===== config.mk =====
export PLATFORM = sky130hd
export DESIGN_NAME = system_control_coprocessor_regs_unit
export DESIGN_NICKNAME = d
export VERILOG_FILES = /design/src/scc_pkg.sv /design/src/scc_regfile.sv /design/src/scc_decode.sv /design/src/system_control_coprocessor_regs_unit.sv
export SDC_FILE = /design/constraint.sdc
export NUM_CORES = 1
export LEC_CHECK = 0
export BUFFER_PORTS_ARGS = -buffer_cell sky130_fd_sc_hd__buf_4
export CAP_MARGIN = 10
export CORE_MARGIN = 8
export CORE_UTILIZATION = 35
export CTS_BUF_LIST = sky130_fd_sc_hd__clkbuf_8
export DETAILED_ROUTE_END_ITERATION = 10
export PLACE_DENSITY_LB_ADDON = 0.1
export SYNTH_ARGS = -nofsm -noshare
export SYNTH_HDL_FRONTEND = slang
export SYNTH_SLANG_ARGS = --single-unit

===== constraint.sdc =====
create_clock -name clk -period 3.7 [get_ports clk]
set_input_delay 0.74 -clock clk [delete_from_list [all_inputs] [get_ports clk]]
set_output_delay 0.74 -clock clk [all_outputs]
set_load 0.005 [all_outputs]

===== src/scc_pkg.sv =====
// ----------------------------------------------------------------------------
// scc_pkg: shared types and constants of the system control register unit
// Holds the transfer payload types, the register select codes and the
// coprocessor encodings used by the decoder and the register file.
// ----------------------------------------------------------------------------
`default_nettype none

package scc_pkg;

	// Sizes.
	localparam int WORD_W        = 32;
	localparam int DOMAIN_COUNT  = 16;
	localparam int DOMAIN_W      = 2;
	localparam int CONTEXT_COUNT = 5;
	localparam int CTX_IDX_W     = 3;
	localparam int CFG_IDX_W     = 3;
	localparam int FEATURE_COUNT = 4;

	// Reset values and fixed words.
	localparam logic [WORD_W-1:0] CONTROL_RESET    = 32'h0009_0078;
	localparam logic [WORD_W-1:0] TCM_STATUS       = 32'h0001_0001;
	localparam logic [WORD_W-1:0] ID_CODE_RESET    = 32'h4106_9265;
	localparam logic [WORD_W-1:0] CACHE_TYPE_RESET = 32'h1D11_2152;

	// Control word bit positions.
	localparam int CTRL_MMU_BIT    = 0;
	localparam int CTRL_DCACHE_BIT = 2;
	localparam int CTRL_ICACHE_BIT = 12;
	localparam int CTRL_HIVEC_BIT  = 13;

	// Primary register numbers.
	localparam logic [3:0] CRN_ID           = 4'd0;
	localparam logic [3:0] CRN_CONTROL      = 4'd1;
	localparam logic [3:0] CRN_TTB          = 4'd2;
	localparam logic [3:0] CRN_DOMAIN       = 4'd3;
	localparam logic [3:0] CRN_FAULT_STATUS = 4'd5;
	localparam logic [3:0] CRN_FAULT_ADDR   = 4'd6;
	localparam logic [3:0] CRN_CACHE        = 4'd7;
	localparam logic [3:0] CRN_TLB          = 4'd8;
	localparam logic [3:0] CRN_CONTEXT      = 4'd13;

	// Secondary register numbers.
	localparam logic [3:0] CRM_ID_MAIN    = 4'd0;
	localparam logic [3:0] CRM_FEATURE    = 4'd1;
	localparam logic [3:0] CRM_WFI        = 4'd0;
	localparam logic [3:0] CRM_INV_I      = 4'd5;
	localparam logic [3:0] CRM_INV_D      = 4'd6;
	localparam logic [3:0] CRM_INV_BOTH   = 4'd7;
	localparam logic [3:0] CRM_CLEAN      = 4'd10;
	localparam logic [3:0] CRM_TEST_CLEAN = 4'd14;
	localparam logic [3:0] CRM_CLEAN_INV  = 4'd15;
	localparam logic [3:0] CRM_TLB_FIRST  = 4'd5;
	localparam logic [3:0] CRM_TLB_LAST   = 4'd7;

	// Second opcode values.
	localparam logic [2:0] OPC2_0          = 3'd0;
	localparam logic [2:0] OPC2_1          = 3'd1;
	localparam logic [2:0] OPC2_2          = 3'd2;
	localparam logic [2:0] OPC2_3          = 3'd3;
	localparam logic [2:0] OPC2_4          = 3'd4;
	localparam logic [2:0] OPC2_5          = 3'd5;
	localparam logic [2:0] OPC2_6          = 3'd6;
	localparam logic [2:0] OPC2_7          = 3'd7;

	// Configuration register indexes.
	localparam logic [CFG_IDX_W-1:0] CFG_ID_CODE    = 3'd0;
	localparam logic [CFG_IDX_W-1:0] CFG_CACHE_TYPE = 3'd1;
	localparam logic [CFG_IDX_W-1:0] CFG_MMF0       = 3'd2;
	localparam logic [CFG_IDX_W-1:0] CFG_MMF1       = 3'd3;
	localparam logic [CFG_IDX_W-1:0] CFG_MMF2       = 3'd4;
	localparam logic [CFG_IDX_W-1:0] CFG_MMF3       = 3'd5;

	// Stored register selected by a write.
	typedef enum logic [3:0] {
		SEL_CONTROL,
		SEL_AUX,
		SEL_TTB0,
		SEL_TTB1,
		SEL_TTBC,
		SEL_DOMAIN,
		SEL_DFSR,
		SEL_IFSR,
		SEL_FAR,
		SEL_CONTEXT
	} reg_sel_t;

	// Register write command from the decoder to the register file.
	typedef struct packed {
		logic                 en;
		reg_sel_t             sel;
		logic [CTX_IDX_W-1:0] ctx_idx;
		logic [WORD_W-1:0]    data;
	} reg_wr_t;

	// Current contents of the stored registers.
	typedef struct packed {
		logic [WORD_W-1:0]                    control_word;
		logic [WORD_W-1:0]                    aux_control_word;
		logic [WORD_W-1:0]                    table_base0;
		logic [WORD_W-1:0]                    table_base1;
		logic [WORD_W-1:0]                    table_control;
		logic [WORD_W-1:0]                    domain_word;
		logic [WORD_W-1:0]                    data_fault_status;
		logic [WORD_W-1:0]                    instr_fault_status;
		logic [WORD_W-1:0]                    fault_address;
		logic [CONTEXT_COUNT-1:0][WORD_W-1:0] context_words;
	} reg_view_t;

	// Current contents of the configuration words.
	typedef struct packed {
		logic [WORD_W-1:0]                    id_code;
		logic [WORD_W-1:0]                    cache_type;
		logic [FEATURE_COUNT-1:0][WORD_W-1:0] mem_model_feature;
	} cfg_view_t;

	// One coprocessor access.
	typedef struct packed {
		logic              action;
		logic [3:0]        primary_reg;
		logic [3:0]        secondary_reg;
		logic [2:0]        opc1;
		logic [2:0]        opc2;
		logic [WORD_W-1:0] write_data;
	} req_t;

	// Result of one access.
	typedef struct packed {
		logic [WORD_W-1:0] read_data;
		logic              access_ok;
		logic              set_zero_flag;
		logic              access_error;
		logic              invalidate_icache;
		logic              invalidate_dcache;
		logic              mmu_on;
		logic              icache_on;
		logic              dcache_on;
		logic              high_vectors;
	} rsp_t;

endpackage

`default_nettype wire


===== src/scc_regfile.sv =====
// ----------------------------------------------------------------------------
// scc_regfile: stored registers of the system control register unit
// Holds the control, translation, domain, fault and context registers and
// the configuration words, and presents their current contents.
// ----------------------------------------------------------------------------
`default_nettype none

module scc_regfile
	import scc_pkg::*;
(
	input  wire logic                 clk,
	input  wire logic                 arst_n,
	input  wire reg_wr_t              wr,
	input  wire logic                 cfg_we,
	input  wire logic [CFG_IDX_W-1:0] cfg_index,
	input  wire logic [WORD_W-1:0]    cfg_data,
	output reg_view_t                 view,
	output cfg_view_t                 cfg
);

	logic [WORD_W-1:0]                         control_q;
	logic [WORD_W-1:0]                         aux_q;
	logic [WORD_W-1:0]                         ttb0_q;
	logic [WORD_W-1:0]                         ttb1_q;
	logic [WORD_W-1:0]                         ttbc_q;
	logic [DOMAIN_COUNT-1:0][DOMAIN_W-1:0]     domain_q;
	logic [WORD_W-1:0]                         dfsr_q;
	logic [WORD_W-1:0]                         ifsr_q;
	logic [WORD_W-1:0]                         far_q;
	logic [CONTEXT_COUNT-1:0][WORD_W-1:0]      context_q;
	logic [WORD_W-1:0]                         id_code_q;
	logic [WORD_W-1:0]                         cache_type_q;
	logic [FEATURE_COUNT-1:0][WORD_W-1:0]      mmf_q;

	// Architectural registers, written by a completed access.
	always_ff @(posedge clk or negedge arst_n) begin
		if (!arst_n) begin
			control_q <= CONTROL_RESET;
			aux_q     <= '0;
			ttb0_q    <= '0;
			ttb1_q    <= '0;
			ttbc_q    <= '0;
			domain_q  <= '0;
			dfsr_q    <= '0;
			ifsr_q    <= '0;
			far_q     <= '0;
			context_q <= '0;
		end else if (wr.en) begin
			unique case (wr.sel)
				SEL_CONTROL: control_q <= wr.data;
				SEL_AUX:     aux_q     <= wr.data;
				SEL_TTB0:    ttb0_q    <= wr.data;
				SEL_TTB1:    ttb1_q    <= wr.data;
				SEL_TTBC:    ttbc_q    <= wr.data;
				SEL_DOMAIN: begin
					for (int i = 0; i < DOMAIN_COUNT; i++) begin
						domain_q[i] <= wr.data[DOMAIN_W*i +: DOMAIN_W];
					end
				end
				SEL_DFSR:    dfsr_q    <= wr.data;
				SEL_IFSR:    ifsr_q    <= wr.data;
				SEL_FAR:     far_q     <= wr.data;
				SEL_CONTEXT: begin
					for (int i = 0; i < CONTEXT_COUNT; i++) begin
						if (wr.ctx_idx == CTX_IDX_W'(i)) begin
							context_q[i] <= wr.data;
						end
					end
				end
				default: ;
			endcase
		end
	end

	// Configuration words; the user must write them only while the unit is idle, which the block does not enforce.
	always_ff @(posedge clk or negedge arst_n) begin
		if (!arst_n) begin
			id_code_q    <= ID_CODE_RESET;
			cache_type_q <= CACHE_TYPE_RESET;
			mmf_q        <= '0;
		end else if (cfg_we) begin
			unique case (cfg_index)
				CFG_ID_CODE:    id_code_q    <= cfg_data;
				CFG_CACHE_TYPE: cache_type_q <= cfg_data;
				CFG_MMF0:       mmf_q[0]     <= cfg_data;
				CFG_MMF1:       mmf_q[1]     <= cfg_data;
				CFG_MMF2:       mmf_q[2]     <= cfg_data;
				CFG_MMF3:       mmf_q[3]     <= cfg_data;
				default: ;
			endcase
		end
	end

	// Present the contents; domain i sits at bits 2i+1..2i of the packed word.
	always_comb begin
		view.control_word       = control_q;
		view.aux_control_word   = aux_q;
		view.table_base0        = ttb0_q;
		view.table_base1        = ttb1_q;
		view.table_control      = ttbc_q;
		view.domain_word        = '0;
		for (int i = 0; i < DOMAIN_COUNT; i++) begin
			view.domain_word[DOMAIN_W*i +: DOMAIN_W] = domain_q[i];
		end
		view.data_fault_status  = dfsr_q;
		view.instr_fault_status = ifsr_q;
		view.fault_address      = far_q;
		view.context_words      = context_q;
		cfg.id_code             = id_code_q;
		cfg.cache_type          = cache_type_q;
		cfg.mem_model_feature   = mmf_q;
	end

endmodule

`default_nettype wire


===== src/scc_decode.sv =====
// ----------------------------------------------------------------------------
// scc_decode: access decoder of the system control register unit
// Decodes one coprocessor access, selects the read data, forms the status
// flags and cache maintenance pulses, and issues the register write.
// ----------------------------------------------------------------------------
`default_nettype none

module scc_decode
	import scc_pkg::*;
(
	input  wire req_t      req,
	input  wire reg_view_t view,
	input  wire cfg_view_t cfg,
	output rsp_t           rsp,
	output reg_wr_t        wr
);

	logic              rd_hit;
	logic [WORD_W-1:0] rd_val;
	logic              rd_opc_err;
	logic              rd_ok;
	logic              wr_hit;
	logic              inv_i;
	logic              inv_d;
	logic              odd_fields;
	logic [WORD_W-1:0] control_next;

	assign odd_fields = (req.opc1 != 3'd0) || (req.secondary_reg != 4'd0);

	// Read side: which register is addressed and whether the opcode fields fit.
	always_comb begin
		rd_hit     = 1'b0;
		rd_val     = '0;
		rd_opc_err = 1'b0;
		rd_ok      = 1'b1;
		unique case (req.primary_reg)
			CRN_ID: begin
				rd_opc_err = (req.opc1 != 3'd0);
				if (req.secondary_reg == CRM_ID_MAIN) begin
					unique case (req.opc2)
						OPC2_0: begin rd_hit = 1'b1; rd_val = cfg.id_code; end
						OPC2_1: begin rd_hit = 1'b1; rd_val = cfg.cache_type; end
						OPC2_2: begin rd_hit = 1'b1; rd_val = TCM_STATUS; end
						OPC2_5: rd_hit = 1'b1;
						default: ;
					endcase
				end else if (req.secondary_reg == CRM_FEATURE && req.opc2[2]) begin
					rd_hit = 1'b1;
					rd_val = cfg.mem_model_feature[req.opc2[1:0]];
				end
			end
			CRN_CONTROL: begin
				rd_opc_err = odd_fields;
				if (req.opc2 == OPC2_0) begin
					rd_hit = 1'b1; rd_val = view.control_word;
				end else if (req.opc2 == OPC2_1) begin
					rd_hit = 1'b1; rd_val = view.aux_control_word;
				end
			end
			CRN_TTB: begin
				rd_opc_err = odd_fields;
				if (req.opc2 == OPC2_0) begin
					rd_hit = 1'b1; rd_val = view.table_base0;
				end
			end
			CRN_DOMAIN: begin
				rd_opc_err = odd_fields;
				if (req.opc2 == OPC2_0) begin
					rd_hit = 1'b1; rd_val = view.domain_word;
				end
			end
			CRN_FAULT_STATUS: begin
				rd_opc_err = odd_fields;
				if (req.opc2 == OPC2_0) begin
					rd_hit = 1'b1; rd_val = view.data_fault_status;
				end else if (req.opc2 == OPC2_1) begin
					rd_hit = 1'b1; rd_val = view.instr_fault_status;
				end
			end
			CRN_FAULT_ADDR: begin
				rd_opc_err = odd_fields;
				if (req.opc2 == OPC2_0) begin
					rd_hit = 1'b1; rd_val = view.fault_address;
				end
			end
			CRN_CACHE: begin
				// Clean and test-clean reads return zero; test-clean with opc2 3 reports Z.
				if (req.secondary_reg == CRM_CLEAN) begin
					rd_hit = 1'b1;
				end else if (req.secondary_reg == CRM_TEST_CLEAN) begin
					rd_hit = 1'b1;
					rd_ok  = (req.opc2 == OPC2_3);
				end
			end
			CRN_CONTEXT: begin
				rd_opc_err = odd_fields;
				for (int i = 0; i < CONTEXT_COUNT; i++) begin
					if (req.opc2 == CTX_IDX_W'(i)) begin
						rd_hit = 1'b1;
						rd_val = view.context_words[i];
					end
				end
			end
			default: ;
		endcase
	end

	// Write side: register stores and cache maintenance pulses.
	always_comb begin
		wr_hit     = 1'b0;
		inv_i      = 1'b0;
		inv_d      = 1'b0;
		wr.en      = 1'b0;
		wr.sel     = SEL_CONTROL;
		wr.ctx_idx = req.opc2;
		wr.data    = req.write_data;
		unique case (req.primary_reg)
			CRN_CONTROL: begin
				if (req.opc2 == OPC2_0) begin
					wr_hit = 1'b1; wr.sel = SEL_CONTROL;
				end else if (req.opc2 == OPC2_1) begin
					wr_hit = 1'b1; wr.sel = SEL_AUX;
				end
				wr.en = wr_hit;
			end
			CRN_TTB: begin
				if (req.opc2 == OPC2_0) begin
					wr_hit = 1'b1; wr.sel = SEL_TTB0;
				end else if (req.opc2 == OPC2_1) begin
					wr_hit = 1'b1; wr.sel = SEL_TTB1;
				end else if (req.opc2 == OPC2_2) begin
					wr_hit = 1'b1; wr.sel = SEL_TTBC;
				end
				wr.en = wr_hit;
			end
			CRN_DOMAIN: begin
				wr_hit = (req.opc2 == OPC2_0);
				wr.sel = SEL_DOMAIN;
				wr.en  = wr_hit;
			end
			CRN_FAULT_STATUS: begin
				if (req.opc2 == OPC2_0) begin
					wr_hit = 1'b1; wr.sel = SEL_DFSR;
				end else if (req.opc2 == OPC2_1) begin
					wr_hit = 1'b1; wr.sel = SEL_IFSR;
				end
				wr.en = wr_hit;
			end
			CRN_FAULT_ADDR: begin
				wr_hit = (req.opc2 == OPC2_0);
				wr.sel = SEL_FAR;
				wr.en  = wr_hit;
			end
			CRN_CACHE: begin
				if (req.secondary_reg == CRM_WFI) begin
					wr_hit = 1'b1;
				end else if (req.secondary_reg == CRM_INV_I) begin
					inv_i  = (req.opc2 <= OPC2_2);
					wr_hit = (req.opc2 != OPC2_3) && (req.opc2 != OPC2_5);
				end else if (req.secondary_reg == CRM_INV_D
						|| req.secondary_reg == CRM_TEST_CLEAN
						|| req.secondary_reg == CRM_CLEAN_INV) begin
					inv_d  = (req.opc2 <= OPC2_2);
					wr_hit = inv_d;
				end else if (req.secondary_reg == CRM_INV_BOTH) begin
					inv_i  = (req.opc2 == OPC2_0);
					inv_d  = inv_i;
					wr_hit = inv_i;
				end else if (req.secondary_reg == CRM_CLEAN) begin
					wr_hit = (req.opc2 != OPC2_3) && (req.opc2 < OPC2_6);
				end
			end
			CRN_TLB: begin
				wr_hit = (req.secondary_reg >= CRM_TLB_FIRST)
					&& (req.secondary_reg <= CRM_TLB_LAST);
			end
			CRN_CONTEXT: begin
				wr_hit = (req.opc2 < CTX_IDX_W'(CONTEXT_COUNT));
				wr.sel = SEL_CONTEXT;
				wr.en  = wr_hit;
			end
			default: ;
		endcase
		wr.en = wr.en && req.action;
	end

	// Control word as it stands after this access.
	assign control_next = (wr.en && wr.sel == SEL_CONTROL) ? req.write_data
		: view.control_word;

	// Result assembly.
	always_comb begin
		if (req.action) begin
			rsp.read_data         = '0;
			rsp.access_ok         = 1'b1;
			rsp.set_zero_flag     = 1'b0;
			rsp.access_error      = !wr_hit;
			rsp.invalidate_icache = inv_i;
			rsp.invalidate_dcache = inv_d;
		end else begin
			rsp.read_data         = rd_hit ? rd_val : '0;
			rsp.access_ok         = rd_ok;
			rsp.set_zero_flag     = rd_ok && (req.primary_reg == CRN_CACHE)
				&& (req.secondary_reg == CRM_TEST_CLEAN);
			rsp.access_error      = !rd_hit || rd_opc_err;
			rsp.invalidate_icache = 1'b0;
			rsp.invalidate_dcache = 1'b0;
		end
		rsp.mmu_on       = control_next[CTRL_MMU_BIT];
		rsp.icache_on    = control_next[CTRL_ICACHE_BIT];
		rsp.dcache_on    = control_next[CTRL_DCACHE_BIT];
		rsp.high_vectors = control_next[CTRL_HIVEC_BIT];
	end

endmodule

`default_nettype wire


===== src/system_control_coprocessor_regs_unit.sv =====
// ----------------------------------------------------------------------------
// system_control_coprocessor_regs_unit: system control coprocessor registers
// Input register, access decode and register file, result register.
// ----------------------------------------------------------------------------
// One access can be accepted in every cycle unless the result side stalls:
// the input register feeds the decoder, whose result is captured in the
// output register while the register file is updated in the same cycle.
// An access sees every earlier access's writes. The user must write the
// configuration words through the cfg port only while no access is in
// flight; the block does not enforce this. A stall can hold two accesses.
// ----------------------------------------------------------------------------
`default_nettype none

module system_control_coprocessor_regs_unit
	import scc_pkg::*;
(
	input  wire logic                 clk,
	input  wire logic                 arst_n,
	input  wire logic                 req_valid,
	output logic                      req_ready,
	input  wire req_t                 req,
	output logic                      rsp_valid,
	input  wire logic                 rsp_ready,
	output rsp_t                      rsp,
	input  wire logic                 cfg_we,
	input  wire logic [CFG_IDX_W-1:0] cfg_index,
	input  wire logic [WORD_W-1:0]    cfg_data
);

	logic      valid_s1;
	req_t      req_s1;
	logic      valid_s2;
	rsp_t      rsp_s2;
	logic      advance;
	reg_view_t view;
	cfg_view_t cfg;
	rsp_t      rsp_next;
	reg_wr_t   wr_cmd;
	reg_wr_t   wr_gated;

	// An access leaves the input register when the output register is free.
	assign advance   = valid_s1 && (!valid_s2 || rsp_ready);
	assign req_ready = !valid_s1 || advance;

	// Input register.
	always_ff @(posedge clk or negedge arst_n) begin
		if (!arst_n) begin
			valid_s1 <= 1'b0;
		end else if (req_ready) begin
			valid_s1 <= req_valid;
		end
	end

	always_ff @(posedge clk) begin
		if (req_valid && req_ready) begin
			req_s1 <= req;
		end
	end

	// Decode against current register contents.
	scc_decode u_decode (
		.req  (req_s1),
		.view (view),
		.cfg  (cfg),
		.rsp  (rsp_next),
		.wr   (wr_cmd)
	);

	// Register state changes only when the access completes its pass.
	always_comb begin
		wr_gated    = wr_cmd;
		wr_gated.en = wr_cmd.en && advance;
	end

	scc_regfile u_regfile (
		.clk       (clk),
		.arst_n    (arst_n),
		.wr        (wr_gated),
		.cfg_we    (cfg_we),
		.cfg_index (cfg_index),
		.cfg_data  (cfg_data),
		.view      (view),
		.cfg       (cfg)
	);

	// Output register.
	always_ff @(posedge clk or negedge arst_n) begin
		if (!arst_n) begin
			valid_s2 <= 1'b0;
		end else if (!valid_s2 || rsp_ready) begin
			valid_s2 <= valid_s1;
		end
	end

	always_ff @(posedge clk) begin
		if (advance) begin
			rsp_s2 <= rsp_next;
		end
	end

	assign rsp_valid = valid_s2;
	assign rsp       = rsp_s2;

endmodule

`default_nettype wire


==> results.md <==
- Run status: completed
- HPWL after DPL: 52.10 mm
- Port bufs: 129
- Crit path launch: req_s1[32]$_DFFE_PP_
- Fmax: approximately 0.32 GHz
- WL/cell: 24.81 um
- Max_slew headroom: between 40% and 50%
- Design Area, Final: approximately 34000 um^2
- Max Cap Viol: 0
- Post-synth top area share: a little under half
- Initial antenna violation count: 1
- TritonCTS buffer count: between 100 and 150
- Vias in the first global route: 19580
- Dominant cells by area after synthesis: dfrtp_1 47%, mux2_2 21%, edfxtp_1 9.0%, mux4_2 4.8%, dfstp_2 2.5%
- Site Rows: 106
- Critical path type: reg2reg
- Leading area contributor after synthesis: dfrtp_1
- Vias: ~18000
- Number of enable flip-flop cells after synthesis: 88
- Hold_sp: req[23]
- Area Overhead vs Synth: 16.39%
- Sequential fraction of the synthesis area: roughly 60%
- Max VDD drop: around 270 uV
- Power per cell area: around 500 nW/um^2
- Tmin final: approximately 3.1 ns
- Full die area: about 93000 um^2
- Pint: ~13000 uW
- Clock Power Share: between 30% and 40%
- Least-Margin Pin Slew: 0.7850 ns
- Synth unique cells: 58
- Post-CTS sizing: 0
- Vias per inst: 5.403
- Syn Area/Cell: between 10 and 15 um^2
- Net Count, Synth: 2109
- Remaining routing DRC violations: 0
- Total gr overflow: 0
- First-pass GRT wire length: 126.1 mm
- DRT Pass-1 Iters: 5
- ANT nets after route: 0
- CTS clk-pin slew, worst paths: 0.06 ns
- Async SR Flop Fraction: 86.79%
- Top FF cell, synth: dfrtp_1
- P_leak: roughly 0.015 uW
- Worst r2r src: req_s1[32]$_DFFE_PP_
- Placed cell area: ~32000 um^2
- Final hold slack: roughly 0.20 ns
- Synthesized area: a little under 30000 um^2
- Pin count of the biggest net entering global routing: 89
- Final setup vio count: 0
- Routability cong.: about 0.77
- Hold_buf cts: 1
- Worst Setup Start Kind: flop
- Post-synth top cells: 550 x dfrtp_1, 545 x mux2_2, 107 x nand2_1
- Final period utilization: 84.07%
- H-tree depth: 3
- Sequential fraction of design power: 51.6%
- All-layer global routing usage: 17.62%
- YS warnings: 0
- Sw Share: 24.86%
- Worst Path Required: between 4 and 5 ns
- Die H: about 310 um
- Top Ports: 130
- Setup Fix Bufs, Post-CTS: 0
- Crit path max fanout: 48
- Clk buf depth: 3
- Count leader, synth: dfrtp_1
- Post-detailed-routing wire length: 82.93 mm
- Hold Fails Final Rpt: 0
- Fill cells: slightly below 8000
- Clk root buf: clkbuf_8
- Area of the core: approximately 83000 um^2
- Endpoint class of the critical path: flop
- Initial drt markers: 854
- Mapped Cells: around 2000
- RSZ-0062 raised after global routing: no
- Slew Viols, Final: 0
- Clk sink count: approximately 670
- CTS tree: yes
- Initial Util: 35.16%
- Seq cells post-synth: roughly 670
- Clock skew: roughly 0.053 ns
- Fin nets: roughly 2200
- Clock latency on the worst-skew pair: slightly above 0.7 ns
- Die X: 305.0 um
- Net Switching: approximately 4200 uW
- Final setup TNS: 0 ns
- Worst EP arrival: between 3 and 4 ns
- Layout cells sized above 1: between 40 and 50%
- Worst Hold Class: in2reg
- Overall Power: around 17000 uW
- Gate power share: approximately 10%
==> cells by family after synthesis <==
group,after synthesis,synth area share (%)
AO/OA/AOI/OAI,269,6.585
XOR/XNOR,2,0.05992
adder cells (fa/ha/maj),2,0.06847
buffers and inverters,180,2.537
flip-flops,666,58.62
multiplexers,675,28.37
AND/OR/NAND/NOR,228,3.757
==> critical path, cell delays in order, from the launching register on <==
cell      delay (ns)
edfxtp_1        0.66
buf_12          0.38
buf_4           0.35
mux4_2          0.53
a221oi_1        0.64
a31oi_1         0.22
==> worst paths after layout <==
kind / endpoint / slack, ns / cells after the start
max: rsp[29]$_SDFFCE_PP0P_ / 0.59 / 5
min: req_s1[23]$_DFFE_PP_ / 0.20 / 1
max reg2reg: rsp[29]$_SDFFCE_PP0P_ / 0.59 / 5
min reg2reg: u_regfile.view[258]$_DFFE_PN0P_ / 0.49 / 1
max in group asynchronous: rsp_valid$_DFFE_PN0P_ / 1.96 / 4
min in group asynchronous: u_regfile.cache_type_q[9]$_DFFE_PN0P_ / 0.59 / 2
==> through the flow <==
| step | std cells | setup slack (ns) | util [%] |
|---|---|---|---|
| floorplan | 2022 | 1.253 | - |
| global placement | 3122 | 0.4521 | 38.15 |
| detailed placement | 3122 | 0.5311 | 38.15 |
| CTS | 3341 | 0.5219 | 40.92 |
| global route | 3343 | 0.4460 | 40.93 |
| finish | 3343 | 0.5895 | 40.93 |
==> cell type report <==
type	count	area (um^2)	share of cell area [%]
Multi-Input combinational cell	1176	11480	33.73
Clock inverter	73	297.8	0.8750
Inverter	5	18.77	0.05515
Antenna cell	2	5.005	0.01471
Timing Repair Buffer	196	1744	5.125
Clock buffer	145	1996	5.864
Sequential cell	666	17140	50.37
Tap cell	1080	1351	3.971
==> flip-flops by register name (all words and copies together) (netlist names) <==
signal	flops
req_s1	47
rsp	41
rsp_valid	1
u_regfile.aux_q	32
u_regfile.cache_type_q	32
u_regfile.cfg	128
u_regfile.control_q	32
u_regfile.dfsr_q	32
u_regfile.far_q	32
u_regfile.id_code_q	32
u_regfile.ifsr_q	32
u_regfile.ttb0_q	32
u_regfile.view	192
valid_s1	1
==> placed cells by master, fill, tap and decap left out, types with 4 or more instances in the layout <==
cell,instances
nand2_1,107
clkinv_1,5
nand3_1,38
nand3_2,4
a21oi_1,36
mux2_1,65
dfrtp_1,550
mux2_2,545
buf_4,173
buf_12,21
o211ai_1,4
and3_1,6
nor2_1,14
o21ai_0,13
clkbuf_8,145
a221oi_1,30
a22oi_1,66
a22o_1,32
a211oi_1,7
nor2b_1,8
mux4_2,62
inv_1,68
dfstp_2,28
nand2b_1,7
nor3_1,7
edfxtp_1,88
o22ai_1,32
a31oi_1,33
==> routing by layer <==
layer	share of wire (%)	track usage (%)	routed length [um]
met4	2.3	5.373	1935
met5	0	0	0
met1	43	22.46	35490
met3	3.5	2.579	2903
met2	51	30.84	42600
==> power groups by stage <==
stage | clock, uW | sequential [uW] | combinational [uW]
after floorplan | 0 | 8650 | 1200
after global placement | 0 | 8840 | 1710
after detailed placement | 0 | 8890 | 1760
after CTS | 6770 | 8760 | 1770
after global routing | 7080 | 8860 | 1880
final | 6500 | 8750 | 1720
(Power assumes the default switching activity.)
